File: src/rtl/iasu_pkg.sv
`default_nettype none

package iasu_pkg;

   // Shared arithmetic unit widths
   localparam int ACC_W  = 41;
   localparam int OPB_W  = 16;
   localparam int STEP_W = 6;

   localparam logic [STEP_W-1:0] MUL_STEPS = 6'd16;
   localparam logic [STEP_W-1:0] DIV_STEPS = 6'd41;

   typedef enum logic [1:0] {
      OP_MUL = 2'b01,
      OP_DIV = 2'b10
   } alu_op_type;

   typedef struct packed {
      logic             start;
      alu_op_type       op;
      logic [ACC_W-1:0] opa;
      logic [OPB_W-1:0] opb;
   } alu_cmd_type;

   typedef struct packed {
      logic busy;
      logic done;
   } alu_stat_type;

   typedef struct packed {
      logic init;
      logic push;
   } track_cmd_type;

   // Anneal phases as seen on the result channel
   localparam logic [3:0] PH_WAIT     = 4'd0;
   localparam logic [3:0] PH_START    = 4'd1;
   localparam logic [3:0] PH_HEAT     = 4'd2;
   localparam logic [3:0] PH_CALC     = 4'd3;
   localparam logic [3:0] PH_SAVE     = 4'd4;
   localparam logic [3:0] PH_WAITDROP = 4'd5;
   localparam logic [3:0] PH_DROP     = 4'd6;
   localparam logic [3:0] PH_PAUSE    = 4'd7;
   localparam logic [3:0] PH_ABORT    = 4'd8;

   // Button events
   localparam logic [1:0] MODE_NONE  = 2'd0;
   localparam logic [1:0] MODE_START = 2'd1;
   localparam logic [1:0] MODE_STOP  = 2'd2;

   // Register map
   localparam int         CSR_ADDR_W    = 3;
   localparam logic       REG_DROP_TIME = 1'b0;
   localparam logic       REG_INTERVAL  = 1'b1;
   localparam logic [15:0] DROP_TIME_RESET = 16'd1000;
   localparam logic [9:0]  INTERVAL_RESET  = 10'd50;

   // 256*T*(312000-8T)/500000 reduces to 64*T*(39000-T)/15625
   localparam logic [16:0] ADVICE_PIVOT   = 17'd39000;
   localparam logic [15:0] ADVICE_DIVISOR = 16'd15625;

endpackage

`default_nettype wire

File: src/rtl/iasu_alu.sv
`default_nettype none

module iasu_alu (
   input  logic                       clock,
   input  logic                       reset,
   input  iasu_pkg::alu_cmd_type      cmd,
   output iasu_pkg::alu_stat_type     stat,
   output logic [iasu_pkg::ACC_W-1:0] result
);
   import iasu_pkg::*;

   logic              busy_ff, busy_in;
   logic              done_ff, done_in;
   alu_op_type        op_ff, op_in;
   logic [ACC_W-1:0]  acc_ff, acc_in;
   logic [ACC_W-1:0]  opa_ff, opa_in;
   logic [OPB_W-1:0]  opb_ff, opb_in;
   logic [OPB_W-1:0]  rem_ff, rem_in;
   logic [STEP_W-1:0] cnt_ff, cnt_in;

   logic [OPB_W:0]    trial;
   logic [ACC_W-1:0]  add_x;
   logic [ACC_W-1:0]  add_y;
   logic              add_cin;
   logic [ACC_W:0]    sum;
   logic              fits;

   // One adder: shift-add for multiply, trial subtract for divide
   always_comb begin
      trial = {rem_ff, acc_ff[ACC_W-1]};
      if (op_ff == OP_DIV) begin
         add_x   = ACC_W'(trial);
         add_y   = ~ACC_W'(opb_ff);
         add_cin = 1'b1;
      end else begin
         add_x   = {acc_ff[ACC_W-2:0], 1'b0};
         add_y   = opb_ff[OPB_W-1] ? opa_ff : '0;
         add_cin = 1'b0;
      end
      sum  = {1'b0, add_x} + {1'b0, add_y} + (ACC_W+1)'(add_cin);
      fits = sum[ACC_W];
   end

   always_comb begin
      busy_in = busy_ff;
      done_in = 1'b0;
      op_in   = op_ff;
      acc_in  = acc_ff;
      opa_in  = opa_ff;
      opb_in  = opb_ff;
      rem_in  = rem_ff;
      cnt_in  = cnt_ff;
      if (cmd.start) begin
         busy_in = 1'b1;
         op_in   = cmd.op;
         opa_in  = cmd.opa;
         opb_in  = cmd.opb;
         rem_in  = '0;
         if (cmd.op == OP_DIV) begin
            acc_in = cmd.opa;
            cnt_in = DIV_STEPS;
         end else begin
            acc_in = '0;
            cnt_in = MUL_STEPS;
         end
      end else if (busy_ff) begin
         if (op_ff == OP_DIV) begin
            rem_in = fits ? sum[OPB_W-1:0] : trial[OPB_W-1:0];
            acc_in = {acc_ff[ACC_W-2:0], fits};
         end else begin
            acc_in = sum[ACC_W-1:0];
            opb_in = {opb_ff[OPB_W-2:0], 1'b0};
         end
         cnt_in = cnt_ff - 1'b1;
         if (cnt_ff == STEP_W'(1)) begin
            busy_in = 1'b0;
            done_in = 1'b1;
         end
      end
   end

   always_ff @(posedge clock) begin
      if (reset) begin
         busy_ff <= 1'b0;
         done_ff <= 1'b0;
         op_ff   <= OP_MUL;
         cnt_ff  <= '0;
      end else begin
         busy_ff <= busy_in;
         done_ff <= done_in;
         op_ff   <= op_in;
         cnt_ff  <= cnt_in;
      end
   end

   always_ff @(posedge clock) begin
      acc_ff <= acc_in;
      opa_ff <= opa_in;
      opb_ff <= opb_in;
      rem_ff <= rem_in;
   end

   assign stat.busy = busy_ff;
   assign stat.done = done_ff;
   assign result    = acc_ff;

endmodule

`default_nettype wire

File: src/rtl/iasu_track.sv
`default_nettype none

module iasu_track #(
   parameter int WINDOW_DEPTH = 5,
   parameter int SAMPLE_BITS  = 16
) (
   input  logic                    clock,
   input  logic                    reset,
   input  iasu_pkg::track_cmd_type cmd,
   input  logic [SAMPLE_BITS-1:0]  sample,
   input  logic [15:0]             elapsed_sat,
   output logic                    falling,
   output logic [15:0]             peak_time
);
   import iasu_pkg::*;

   localparam int FILL_W = $clog2(WINDOW_DEPTH + 1);
   localparam logic [FILL_W-1:0] FULL = FILL_W'(WINDOW_DEPTH);

   logic [SAMPLE_BITS-1:0] win_ff [WINDOW_DEPTH];
   logic [SAMPLE_BITS-1:0] shift_src [WINDOW_DEPTH];
   logic [FILL_W-1:0]      fill_ff, fill_in;
   logic [SAMPLE_BITS-1:0] peak_cur_ff, peak_cur_in;
   logic [15:0]            peak_time_ff, peak_time_in;
   logic                   full;
   logic [SAMPLE_BITS-1:0] oldest;

   for (genvar g = 0; g < WINDOW_DEPTH; g++) begin : g_src
      if (g < WINDOW_DEPTH - 1) begin : g_mid
         assign shift_src[g] = win_ff[g+1];
      end else begin : g_tail
         assign shift_src[g] = sample;
      end
   end

   assign full = (fill_ff == FULL);

   // Oldest entry as it stands after this push
   always_comb begin
      if (fill_ff == '0) begin
         oldest = sample;
      end else if (!full) begin
         oldest = win_ff[0];
      end else begin
         oldest = win_ff[1];
      end
   end

   assign falling = (sample < oldest);

   always_comb begin
      fill_in      = fill_ff;
      peak_cur_in  = peak_cur_ff;
      peak_time_in = peak_time_ff;
      if (cmd.init) begin
         fill_in      = FILL_W'(1);
         peak_cur_in  = sample;
         peak_time_in = '0;
      end else if (cmd.push) begin
         fill_in = full ? FULL : fill_ff + 1'b1;
         if (sample > peak_cur_ff) begin
            peak_cur_in  = sample;
            peak_time_in = elapsed_sat;
         end
      end
   end

   always_ff @(posedge clock) begin
      for (int i = 0; i < WINDOW_DEPTH; i++) begin
         if (cmd.init) begin
            if (i == 0) begin
               win_ff[i] <= sample;
            end
         end else if (cmd.push) begin
            if (full) begin
               win_ff[i] <= shift_src[i];
            end else if (fill_ff == FILL_W'(i)) begin
               win_ff[i] <= sample;
            end
         end
      end
   end

   always_ff @(posedge clock) begin
      if (reset) begin
         fill_ff      <= '0;
         peak_cur_ff  <= '0;
         peak_time_ff <= '0;
      end else begin
         fill_ff      <= fill_in;
         peak_cur_ff  <= peak_cur_in;
         peak_time_ff <= peak_time_in;
      end
   end

   assign peak_time = peak_time_ff;

endmodule

`default_nettype wire

File: src/rtl/induction_anneal_sequencer_unit.sv
// Sequence: a pass latches its transfer, evaluates it, then loads its result
// into the output register; a heating pass that checks the sample schedule adds
// one 16-step multiply, and the calculate pass a multiply, divide, multiply and
// divide, 1 bit a step. Throughput: one pass at a time; the next transfer is
// taken once the result is in the output register. Synchronous active-high
// reset sets phase 0 and resets counters, advice and configuration registers.
`default_nettype none

module induction_anneal_sequencer_unit #(
   parameter int WINDOW_DEPTH = 5,
   parameter int SAMPLE_BITS  = 16
) (
   input  logic                            clock,
   input  logic                            reset,

   input  logic                            req_valid,
   output logic                            req_ready,
   input  logic [1:0]                      req_mode,
   input  logic [31:0]                     req_now_ms,
   input  logic [15:0]                     req_amps_sample,

   output logic                            rsp_valid,
   input  logic                            rsp_ready,
   output logic [3:0]                      rsp_phase,
   output logic                            rsp_heater_on,
   output logic                            rsp_solenoid_on,
   output logic                            rsp_exit_to_menu,
   output logic signed [23:0]              rsp_last_advice,
   output logic signed [23:0]              rsp_mean_advice,
   output logic [15:0]                     rsp_cycles_done,

   input  logic                            csr_psel,
   input  logic                            csr_penable,
   input  logic                            csr_pwrite,
   input  logic [iasu_pkg::CSR_ADDR_W-1:0] csr_paddr,
   input  logic [31:0]                     csr_pwdata,
   output logic [31:0]                     csr_prdata,
   output logic                            csr_pready
);
   import iasu_pkg::*;

   // Pass sequencer
   typedef enum logic [7:0] {
      ST_IDLE   = 8'b0000_0001,
      ST_EVAL   = 8'b0000_0010,
      ST_HEAT   = 8'b0000_0100,
      ST_CALC_P = 8'b0000_1000,
      ST_CALC_R = 8'b0001_0000,
      ST_CALC_M = 8'b0010_0000,
      ST_CALC_D = 8'b0100_0000,
      ST_DONE   = 8'b1000_0000
   } seq_state_type;

   seq_state_type          seq_ff, seq_in;

   // Latched transfer
   logic [1:0]             mode_ff, mode_in;
   logic [31:0]            now_ff, now_in;
   logic [SAMPLE_BITS-1:0] amps_ff, amps_in;

   // Anneal state
   logic [3:0]             phase_ff, phase_in;
   logic [31:0]            run_start_ff, run_start_in;
   logic [15:0]            samples_ff, samples_in;
   logic signed [23:0]     advice_ff, advice_in;
   logic signed [23:0]     mean_ff, mean_in;
   logic [15:0]            cycles_ff, cycles_in;
   logic [31:0]            drop_start_ff, drop_start_in;
   logic                   exit_ff, exit_in;
   logic [31:0]            elapsed_ff, elapsed_in;
   logic                   neg_ff, neg_in;

   // Configuration
   logic [15:0]            drop_time_ff;
   logic [9:0]             interval_ff;
   logic                   csr_write;
   logic                   csr_index;

   // Output register
   logic                   rsp_valid_ff, rsp_valid_in;
   logic [3:0]             rsp_phase_ff;
   logic                   rsp_exit_ff;
   logic signed [23:0]     rsp_advice_ff;
   logic signed [23:0]     rsp_mean_ff;
   logic [15:0]            rsp_cycles_ff;
   logic                   rsp_load;

   // Shared unit and sample tracker
   alu_cmd_type            alu_cmd;
   alu_stat_type           alu_stat;
   logic [ACC_W-1:0]       alu_result;
   track_cmd_type          track_cmd;
   logic                   track_falling;
   logic [15:0]            peak_time;
   logic [15:0]            elapsed_sat;

   // Datapath helpers
   logic                   active;
   logic                   is_start;
   logic                   is_stop;
   logic [9:0]             interval_eff;
   logic [16:0]            pivot_diff;
   logic [15:0]            pivot_mag;
   logic [23:0]            mean_mag;
   logic signed [23:0]     quot_signed;
   logic signed [ACC_W-1:0] prod_signed;
   logic signed [ACC_W-1:0] sum_signed;
   logic [ACC_W-1:0]       sum_mag;

   iasu_alu u_alu (
      .clock  (clock),
      .reset  (reset),
      .cmd    (alu_cmd),
      .stat   (alu_stat),
      .result (alu_result)
   );

   iasu_track #(
      .WINDOW_DEPTH (WINDOW_DEPTH),
      .SAMPLE_BITS  (SAMPLE_BITS)
   ) u_track (
      .clock       (clock),
      .reset       (reset),
      .cmd         (track_cmd),
      .sample      (amps_ff),
      .elapsed_sat (elapsed_sat),
      .falling     (track_falling),
      .peak_time   (peak_time)
   );

   // Phases 1, 2, 3, 4 and 6 are running: stop aborts, start is ignored
   always_comb begin
      active   = phase_ff inside {PH_START, PH_HEAT, PH_CALC, PH_SAVE, PH_DROP};
      is_start = (mode_ff == MODE_START);
      is_stop  = (mode_ff == MODE_STOP);
   end

   // Zero interval acts as 1 ms
   assign interval_eff = (interval_ff == '0) ? 10'd1 : interval_ff;
   assign elapsed_sat  = (elapsed_ff > 32'h0000_FFFF) ? 16'hFFFF : elapsed_ff[15:0];

   // Advice term: 64*T*(39000-T)/15625, carried as sign and magnitude
   always_comb begin
      pivot_diff  = ADVICE_PIVOT - {1'b0, peak_time};
      pivot_mag   = pivot_diff[16] ? 16'(-pivot_diff) : pivot_diff[15:0];
      mean_mag    = mean_ff[23] ? 24'(-mean_ff) : 24'(mean_ff);
      quot_signed = neg_ff ? -$signed(alu_result[23:0]) : $signed(alu_result[23:0]);
      prod_signed = neg_ff ? -$signed(alu_result) : $signed(alu_result);
      sum_signed  = prod_signed + {{(ACC_W-24){advice_ff[23]}}, advice_ff};
      sum_mag     = sum_signed[ACC_W-1] ? ACC_W'(-sum_signed) : ACC_W'(sum_signed);
   end

   always_comb begin
      seq_in        = seq_ff;
      mode_in       = mode_ff;
      now_in        = now_ff;
      amps_in       = amps_ff;
      phase_in      = phase_ff;
      run_start_in  = run_start_ff;
      samples_in    = samples_ff;
      advice_in     = advice_ff;
      mean_in       = mean_ff;
      cycles_in     = cycles_ff;
      drop_start_in = drop_start_ff;
      exit_in       = exit_ff;
      elapsed_in    = elapsed_ff;
      neg_in        = neg_ff;
      alu_cmd.start = 1'b0;
      alu_cmd.op    = OP_MUL;
      alu_cmd.opa   = '0;
      alu_cmd.opb   = '0;
      track_cmd     = '0;
      rsp_load      = 1'b0;

      case (seq_ff)
         ST_IDLE: begin
            // Latch the transfer and evaluate it next cycle
            if (req_valid) begin
               mode_in = req_mode;
               now_in  = req_now_ms;
               amps_in = req_amps_sample[SAMPLE_BITS-1:0];
               seq_in  = ST_EVAL;
            end
         end

         ST_EVAL: begin
            exit_in = 1'b0;
            seq_in  = ST_DONE;
            if (active && is_stop) begin
               // Abort: heater and solenoid drop with the phase
               phase_in = PH_ABORT;
            end else begin
               case (phase_ff)
                  PH_START: begin
                     // First sample opens the window and sets the peak
                     track_cmd.init = 1'b1;
                     samples_in     = 16'd1;
                     cycles_in      = (cycles_ff != 16'hFFFF) ? cycles_ff + 1'b1 : cycles_ff;
                     run_start_in   = now_ff;
                     phase_in       = PH_HEAT;
                  end
                  PH_HEAT: begin
                     // Sample is due when elapsed >= (samples+1)*interval
                     elapsed_in = now_ff - run_start_ff;
                     if (samples_ff != 16'hFFFF) begin
                        alu_cmd.start = 1'b1;
                        alu_cmd.op    = OP_MUL;
                        alu_cmd.opa   = ACC_W'(interval_eff);
                        alu_cmd.opb   = samples_ff + 1'b1;
                        seq_in        = ST_HEAT;
                     end
                  end
                  PH_CALC: begin
                     alu_cmd.start = 1'b1;
                     alu_cmd.op    = OP_MUL;
                     alu_cmd.opa   = ACC_W'(peak_time);
                     alu_cmd.opb   = pivot_mag;
                     neg_in        = pivot_diff[16];
                     seq_in        = ST_CALC_P;
                  end
                  PH_SAVE: begin
                     phase_in = PH_WAITDROP;
                  end
                  PH_WAITDROP: begin
                     if (is_stop || is_start) begin
                        drop_start_in = now_ff;
                        phase_in      = PH_DROP;
                     end
                  end
                  PH_DROP: begin
                     if ((now_ff - drop_start_ff) >= {16'd0, drop_time_ff}) begin
                        phase_in = PH_PAUSE;
                     end
                  end
                  PH_PAUSE, PH_ABORT: begin
                     if (is_stop) begin
                        // End the series
                        cycles_in    = '0;
                        advice_in    = '0;
                        mean_in      = '0;
                        run_start_in = '0;
                        samples_in   = '0;
                        phase_in     = PH_WAIT;
                     end else if (is_start) begin
                        phase_in = PH_WAIT;
                     end
                  end
                  default: begin
                     // Waiting for start; unused codes behave the same
                     phase_in = PH_WAIT;
                     if (is_stop) begin
                        exit_in = 1'b1;
                     end else if (is_start) begin
                        phase_in = PH_START;
                     end
                  end
               endcase
            end
         end

         ST_HEAT: begin
            if (alu_stat.done) begin
               if (elapsed_ff >= alu_result[31:0]) begin
                  samples_in     = samples_ff + 1'b1;
                  track_cmd.push = 1'b1;
                  // Newest below oldest: the peak has passed
                  if (track_falling) begin
                     phase_in = PH_CALC;
                  end
               end
               seq_in = ST_DONE;
            end
         end

         ST_CALC_P: begin
            if (alu_stat.done) begin
               // Scale the product by 64 and divide by 15625
               alu_cmd.start = 1'b1;
               alu_cmd.op    = OP_DIV;
               alu_cmd.opa   = ACC_W'({alu_result[31:0], 6'b00_0000});
               alu_cmd.opb   = ADVICE_DIVISOR;
               seq_in        = ST_CALC_R;
            end
         end

         ST_CALC_R: begin
            if (alu_stat.done) begin
               advice_in = quot_signed;
               if (cycles_ff == '0) begin
                  mean_in  = quot_signed;
                  phase_in = PH_SAVE;
                  seq_in   = ST_DONE;
               end else begin
                  // mean*(n-1), then add the new advice and divide by n
                  alu_cmd.start = 1'b1;
                  alu_cmd.op    = OP_MUL;
                  alu_cmd.opa   = ACC_W'(mean_mag);
                  alu_cmd.opb   = cycles_ff - 1'b1;
                  neg_in        = mean_ff[23];
                  seq_in        = ST_CALC_M;
               end
            end
         end

         ST_CALC_M: begin
            if (alu_stat.done) begin
               alu_cmd.start = 1'b1;
               alu_cmd.op    = OP_DIV;
               alu_cmd.opa   = sum_mag;
               alu_cmd.opb   = cycles_ff;
               neg_in        = sum_signed[ACC_W-1];
               seq_in        = ST_CALC_D;
            end
         end

         ST_CALC_D: begin
            if (alu_stat.done) begin
               mean_in  = quot_signed;
               phase_in = PH_SAVE;
               seq_in   = ST_DONE;
            end
         end

         ST_DONE: begin
            // Hold until the output register is free
            if (!rsp_valid_ff || rsp_ready) begin
               rsp_load = 1'b1;
               seq_in   = ST_IDLE;
            end
         end

         default: begin
            seq_in = ST_IDLE;
         end
      endcase
   end

   always_comb begin
      rsp_valid_in = rsp_valid_ff && !rsp_ready;
      if (rsp_load) begin
         rsp_valid_in = 1'b1;
      end
   end

   always_ff @(posedge clock) begin
      if (reset) begin
         seq_ff        <= ST_IDLE;
         phase_ff      <= PH_WAIT;
         run_start_ff  <= '0;
         samples_ff    <= '0;
         advice_ff     <= '0;
         mean_ff       <= '0;
         cycles_ff     <= '0;
         drop_start_ff <= '0;
         exit_ff       <= 1'b0;
         rsp_valid_ff  <= 1'b0;
      end else begin
         seq_ff        <= seq_in;
         phase_ff      <= phase_in;
         run_start_ff  <= run_start_in;
         samples_ff    <= samples_in;
         advice_ff     <= advice_in;
         mean_ff       <= mean_in;
         cycles_ff     <= cycles_in;
         drop_start_ff <= drop_start_in;
         exit_ff       <= exit_in;
         rsp_valid_ff  <= rsp_valid_in;
      end
   end

   always_ff @(posedge clock) begin
      mode_ff    <= mode_in;
      now_ff     <= now_in;
      amps_ff    <= amps_in;
      elapsed_ff <= elapsed_in;
      neg_ff     <= neg_in;
      if (rsp_load) begin
         rsp_phase_ff  <= phase_ff;
         rsp_exit_ff   <= exit_ff;
         rsp_advice_ff <= advice_ff;
         rsp_mean_ff   <= mean_ff;
         rsp_cycles_ff <= cycles_ff;
      end
   end

   // Register port: word index from paddr[2]
   assign csr_write = csr_psel && csr_penable && csr_pwrite;
   assign csr_index = csr_paddr[2];

   always_ff @(posedge clock) begin
      if (reset) begin
         drop_time_ff <= DROP_TIME_RESET;
         interval_ff  <= INTERVAL_RESET;
      end else if (csr_write) begin
         if (csr_index == REG_INTERVAL) begin
            interval_ff <= csr_pwdata[9:0];
         end else begin
            drop_time_ff <= csr_pwdata[15:0];
         end
      end
   end

   assign csr_prdata = (csr_index == REG_DROP_TIME) ? {16'd0, drop_time_ff}
                                                    : {22'd0, interval_ff};
   assign csr_pready = 1'b1;

   assign req_ready        = (seq_ff == ST_IDLE);
   assign rsp_valid        = rsp_valid_ff;
   assign rsp_phase        = rsp_phase_ff;
   assign rsp_heater_on    = (rsp_phase_ff == PH_HEAT);
   assign rsp_solenoid_on  = (rsp_phase_ff == PH_DROP);
   assign rsp_exit_to_menu = rsp_exit_ff;
   assign rsp_last_advice  = rsp_advice_ff;
   assign rsp_mean_advice  = rsp_mean_ff;
   assign rsp_cycles_done  = rsp_cycles_ff;

endmodule

`default_nettype wire

File: config.mk
export PLATFORM = sky130hd
export DESIGN_NAME = induction_anneal_sequencer_unit
export DESIGN_NICKNAME = d
export VERILOG_FILES = /design/src/rtl/iasu_pkg.sv /design/src/rtl/iasu_alu.sv /design/src/rtl/iasu_track.sv /design/src/rtl/induction_anneal_sequencer_unit.sv
export SDC_FILE = /design/constraint.sdc
export NUM_CORES = 2
export LEC_CHECK = 0
export ABC_CLOCK_PERIOD_IN_PS = 9270
export BUFFER_PORTS_ARGS = -buffer_cell sky130_fd_sc_hd__buf_2
export CAP_MARGIN = 20
export CORE_MARGIN = 3
export CORE_UTILIZATION = 68
export DETAILED_ROUTE_END_ITERATION = 6
export GPL_TIMING_DRIVEN = 1
export PLACE_DENSITY = 0.9
export SETUP_SLACK_MARGIN = 0.2
export SLEW_MARGIN = 20
export SYNTH_ARGS = -nofsm -noshare
export SYNTH_HDL_FRONTEND = slang
export SYNTH_HIERARCHICAL = 1
export SYNTH_SLANG_ARGS = --single-unit
File: constraint.sdc
create_clock -name clock -period 9.27 [get_ports clock]
set_clock_uncertainty 0.05 [all_clocks]
set_input_delay 1.3905 -clock clock [delete_from_list [all_inputs] [get_ports clock]]
set_output_delay 1.3905 -clock clock [all_outputs]
set_load 0.02 [all_outputs]
After elaboration in Yosys (flattened, before gate mapping)
Memories as Yosys holds them, arrays and structs flattened.
Cells that the tools add are included.
Widths: inputs -> output; s select.

cells by class
  $add $sub $neg = 16
  order comparisons = 5
  equal/unequal tests = 55
  mux-type cells = 142
  bitwise gates (word level) = 10
  reductions and logical operators = 44

operators by type and width
  kind                   number
  $mux 41                9
  $mux 16                23
  $mux 60                6
  $pmux 60 s4            1
  $mux 24                8
  $pmux 60 s2            1
  $pmux 16 s2            3
  $neg 41->41            2
  $mux 8                 9
  $pmux 24 s3            1
  $pmux 32 s2            1
  $sub 32x32->32         2
  $mux 1                 56
  $pmux 8 s7             1
  $mux 4                 12
  $neg 24->24            2
  $pmux 24 s2            1
  $add 41x41->42         1
  $add 42x1->42          1
  $add 41x41->41         1
  $not 16->41            1
  $add 16x1->16 const B  2
  $ge 32x16->1           1
  $ge 32x32->1           1
  other kinds (63)       126

word-level totals
  register bits = 495
  memory bits (writable) = 80
  output and inout bits = 106
  logic and storage cells = 307
  memories = 1

memories
  memory          depth  width  read ports  clocked after memory_dff  write ports  line              source
  u_track.win_ff  5      16     5           0                         5            iasu_track.sv:20  logic [SAMPLE_BITS-1:0] win_ff [WINDOW_DEPTH];

Depth between registers and ports, before layout
  word-level depth = 10
  depth in mapped cells = 24
  depth with buffers taken out = 22

Modules after synthesis
The synthesis kept the hierarchy.

by module, submodules not included
  module                           instances  cells an instance  area an instance (sq um)
  induction_anneal_sequencer_unit  1          2866               23950.5
  iasu_alu                         1          834                7840.0
  iasu_track                       1          493                5829.3

Worst setup path after synthesis
Ideal clock, no wire load.

  path type = flip-flop to flip-flop
  start point = reg u_alu.acc_ff[10], in the netlist u_alu/result[10]
  end point = reg u_alu.acc_ff[29], in the netlist u_alu/result[29] (data pin)
  setup time = 0.269 ns
  arrival = 5.530 ns
  data required time = 8.951 ns
  path slack = 3.421 ns
  cell stages (with the launch flop) = 24
  path buffers = 2
  clock period less this slack = 5.849 ns
  cell sequence = edfxtp_1 -> or4_4 -> nor4_2 -> nand3_1 -> or3_1 -> or2_2 -> o21ai_0 -> xnor2_1 -> ha_1 -> a21o_1 -> a21o_1 -> a2111oi_2 -> o21ai_0 -> nor2b_1 -> a2111oi_4 -> o31ai_1 -> or3_1 -> buf_6 -> buf_6 -> o31ai_2 -> xor2_1 -> o22ai_1 -> a21oi_1 -> o311ai_1

RTL lines
  element                 line            source
  from (decl)             iasu_alu.sv:15  logic [ACC_W-1:0] acc_ff, acc_in;
  from (signal assigned)  iasu_alu.sv:97  acc_ff <= acc_in;

==> run_results.csv <==
group,metric,value,unit
pwr,seqPwrFrac,47.1,%
cells_and_area,final_cell_mix,"nand2_1 (540), a21oi_1 (332), edfxtp_1 (330), nor2_1 (289), dfxtp_1 (245)",
critical_path,r2r_cells,22,
worst_hold_path,hp-start,"run_start_ff[10]",
sta,final.setup.tns,0,ns
sta,rsz0062_at_grt,"no",
cells_and_area,regArea,14800,sq um
pwr,p_int,4.43,mW
critical_path,worstReg2RegStart,"u_alu/result[10]",
sta,fin_crit,6.91,ns
critical_path,cp-start-kind,"flip-flop",
synth,syn_avg_cell_area,8.97,sq um
floorplan,initial_core_util,69.3,%
pwr,swShare,25.1,%
flow_run,maxCapViolCount,0,
route,ant_nets,0,
critical_path,critPathMaxFanout,26,
sta,finalSetupViolations,0,
pwr,power,5.92,mW
pwr,power_density,145,nW/um^2
worst_hold_path,hold_class,"reg2reg",
cells_and_area,fill_cells,3758,
clock_network,cts.path.max_buffers,3,
route,vias,33302,
clock_network,cts_buffers,60,
critical_path,critical_path_class,"reg2reg",
cells_and_area,multi_input_area,21200,sq um
pwr,comb_power_share,10.0,%
global_route,grt_pass1_vias,30832,
cells_and_area,fin_nets,4577,
clock_network,clock_latency,0.66,ns
clock_network,cts_resized,0,
critical_path,rr_endpoint,"u_alu/result[18]",
sta,max_slew_margin,20.5,%
sta,post-route-period-util,74.6,%
pwr,power_frac_clock,42.9,%
pwr,power_switching,1.48,mW
placement,gp_congestion,0.997,
worst_hold_path,holdPathEnd,"run_start_ff[10]",
cells_and_area,layout_commonest_cell,"nand2_1",
synth,yosys_warnings,6,
route,drcViolationCount,0,
clock_network,htreeDepth,2,
sta,tightestPinTransition,1.19,ns
sta,drv_slew,0,
clock_network,postCtsHoldBufs,0,
clock_network,clkSinkCount,575,
placement,io_buffers,162,
critical_path,worstPathArrival,7.22,ns
worst_hold_path,whs_path_depth,2,
route,drt_pre_antenna_iters,6,
route,wl_per_cell,21.5,um
cells_and_area,area_growth,8.62,%
synth,syn-cell-area,37600,sq um
global_route,antenna_found_initial,5,
pwr,ir_worst_vdd,183,uV
pwr,p_leak,15.7,nW
route,wl,107000,um
global_route,track_usage,35.7,%
floorplan,rows,85,
cells_and_area,drive_above_1_share,10.1,%
placement,place.detailed.hpwl,75800,um
sta,max_freq,0.145,GHz
critical_path,worstPathRequired,9.58,ns
global_route,grt_pass1_wl,165000,um
global_route,grt_max_degree,82,
clock_network,cts_setup_buffers,0,
floorplan,core_area,54200,sq um
floorplan,io_pins,198,
status,status,"completed",
sta,finalHoldViolations,0,
clock_network,cts_root_buf,"clkbuf_16",
floorplan,die_h,241,um
route,drt_iter0_drc,4602,
route,viasPerCell,6.67,
floorplan,die_x,241,um
clock_network,clkTransAtPathRegs,0.06,ns
critical_path,worstSetupEndpointType,"flip-flop",
clock_network,cts_tree,"yes",
synth,netlist_instances,4192,
critical_path,r2r_slack,2.36,ns
floorplan,die_area,58200,sq um
global_route,overflow,0,
[worst max-delay path by stage]
stage	slack, ns	start	cells after the start	to
2_1_floorplan	3.42	u_alu/result[10]	23	u_alu/result[29]
3_3_place_gp	2.63	u_alu/result[10]	19	u_alu/result[33]
3_5_place_dp	2.48	u_alu/result[10]	19	u_alu/result[31]
4_1_cts	2.44	u_alu/result[10]	19	u_alu/result[33]
5_1_grt	2.02	u_alu/result[7]	19	u_alu/result[31]
6_report	2.36	u_alu/result[10]	22	u_alu/result[18]
[sequential cells by signal (all words and copies together) (netlist names), 24 cells and up]
register and cells:
rsp_last_advice 24, run_start_ff 32, u_track/win_ff 80, drop_start_ff 32, u_alu/result 41, advice_ff 24, now_ff 32, mean_ff 24
u_alu/opa_ff 41, elapsed_ff 32, rsp_mean_advice 24
[worst max-delay path, cell delays in order (launching register included)]
cell	delay [ns]
edfxtp_1	0.54
or4_4	0.62
nor4_2	0.30
nand3_1	0.31
or3_1	0.49
or2_2	0.33
o21ai_0	0.22
xnor2_1	0.15
ha_1	0.30
a21o_1	0.20
a21o_1	0.20
a2111oi_2	0.46
o21bai_1	0.13
nand4b_1	0.26
a2111oi_4	0.40
o31ai_1	0.18
or3_1	0.39
buf_4	0.26
o21ai_0	0.15
xnor2_1	0.14
o21ai_0	0.18
a22oi_1	0.23
o31ai_1	0.10
[area by class of cell]
type	count	share of cell area [%]
Tap cell	696	2.13
Inverter	196	1.80
Clock inverter	37	1.11
Multi-Input combinational cell	3211	52.0
Antenna cell	2	0.0123
Sequential cell	575	36.3
Clock buffer	77	3.98
Timing Repair Buffer	201	2.72
[power groups by stage]
stage	combinational, mW	sequential, mW	clock [mW]
2_1_floorplan	0.435	2.81	0
3_3_place_gp	0.547	2.84	0
3_5_place_dp	0.564	2.84	0
4_1_cts	0.576	2.79	2.55
5_1_grt	0.650	2.79	2.65
6_report	0.591	2.79	2.54
[metrics by stage]
step                instances  instance area, sq um  utilization (%)  hold slack (ns)  worst slack (ns)
finish                   4995                 40900             75.3            0.402              2.36
global route             4993                 40800             75.3            0.420              2.02
CTS                      4993                 40800             75.3            0.402              2.44
detailed placement       4879                 38700             71.4            0.393              2.48
global placement         4879                 38700             71.4            0.388              2.63
floorplan                4207                 37700                -            0.353              3.42
[per-layer routing]
layer	vias up	wire [um]	track usage (%)
met2	2067	48700	57.1
met1	15528	41800	47.9
li1	15317	-	-
met3	386	11800	6.84
met5	-	32	0
met4	4	5090	15.1
No activity file was read; power rests on OpenSTA's default activity.
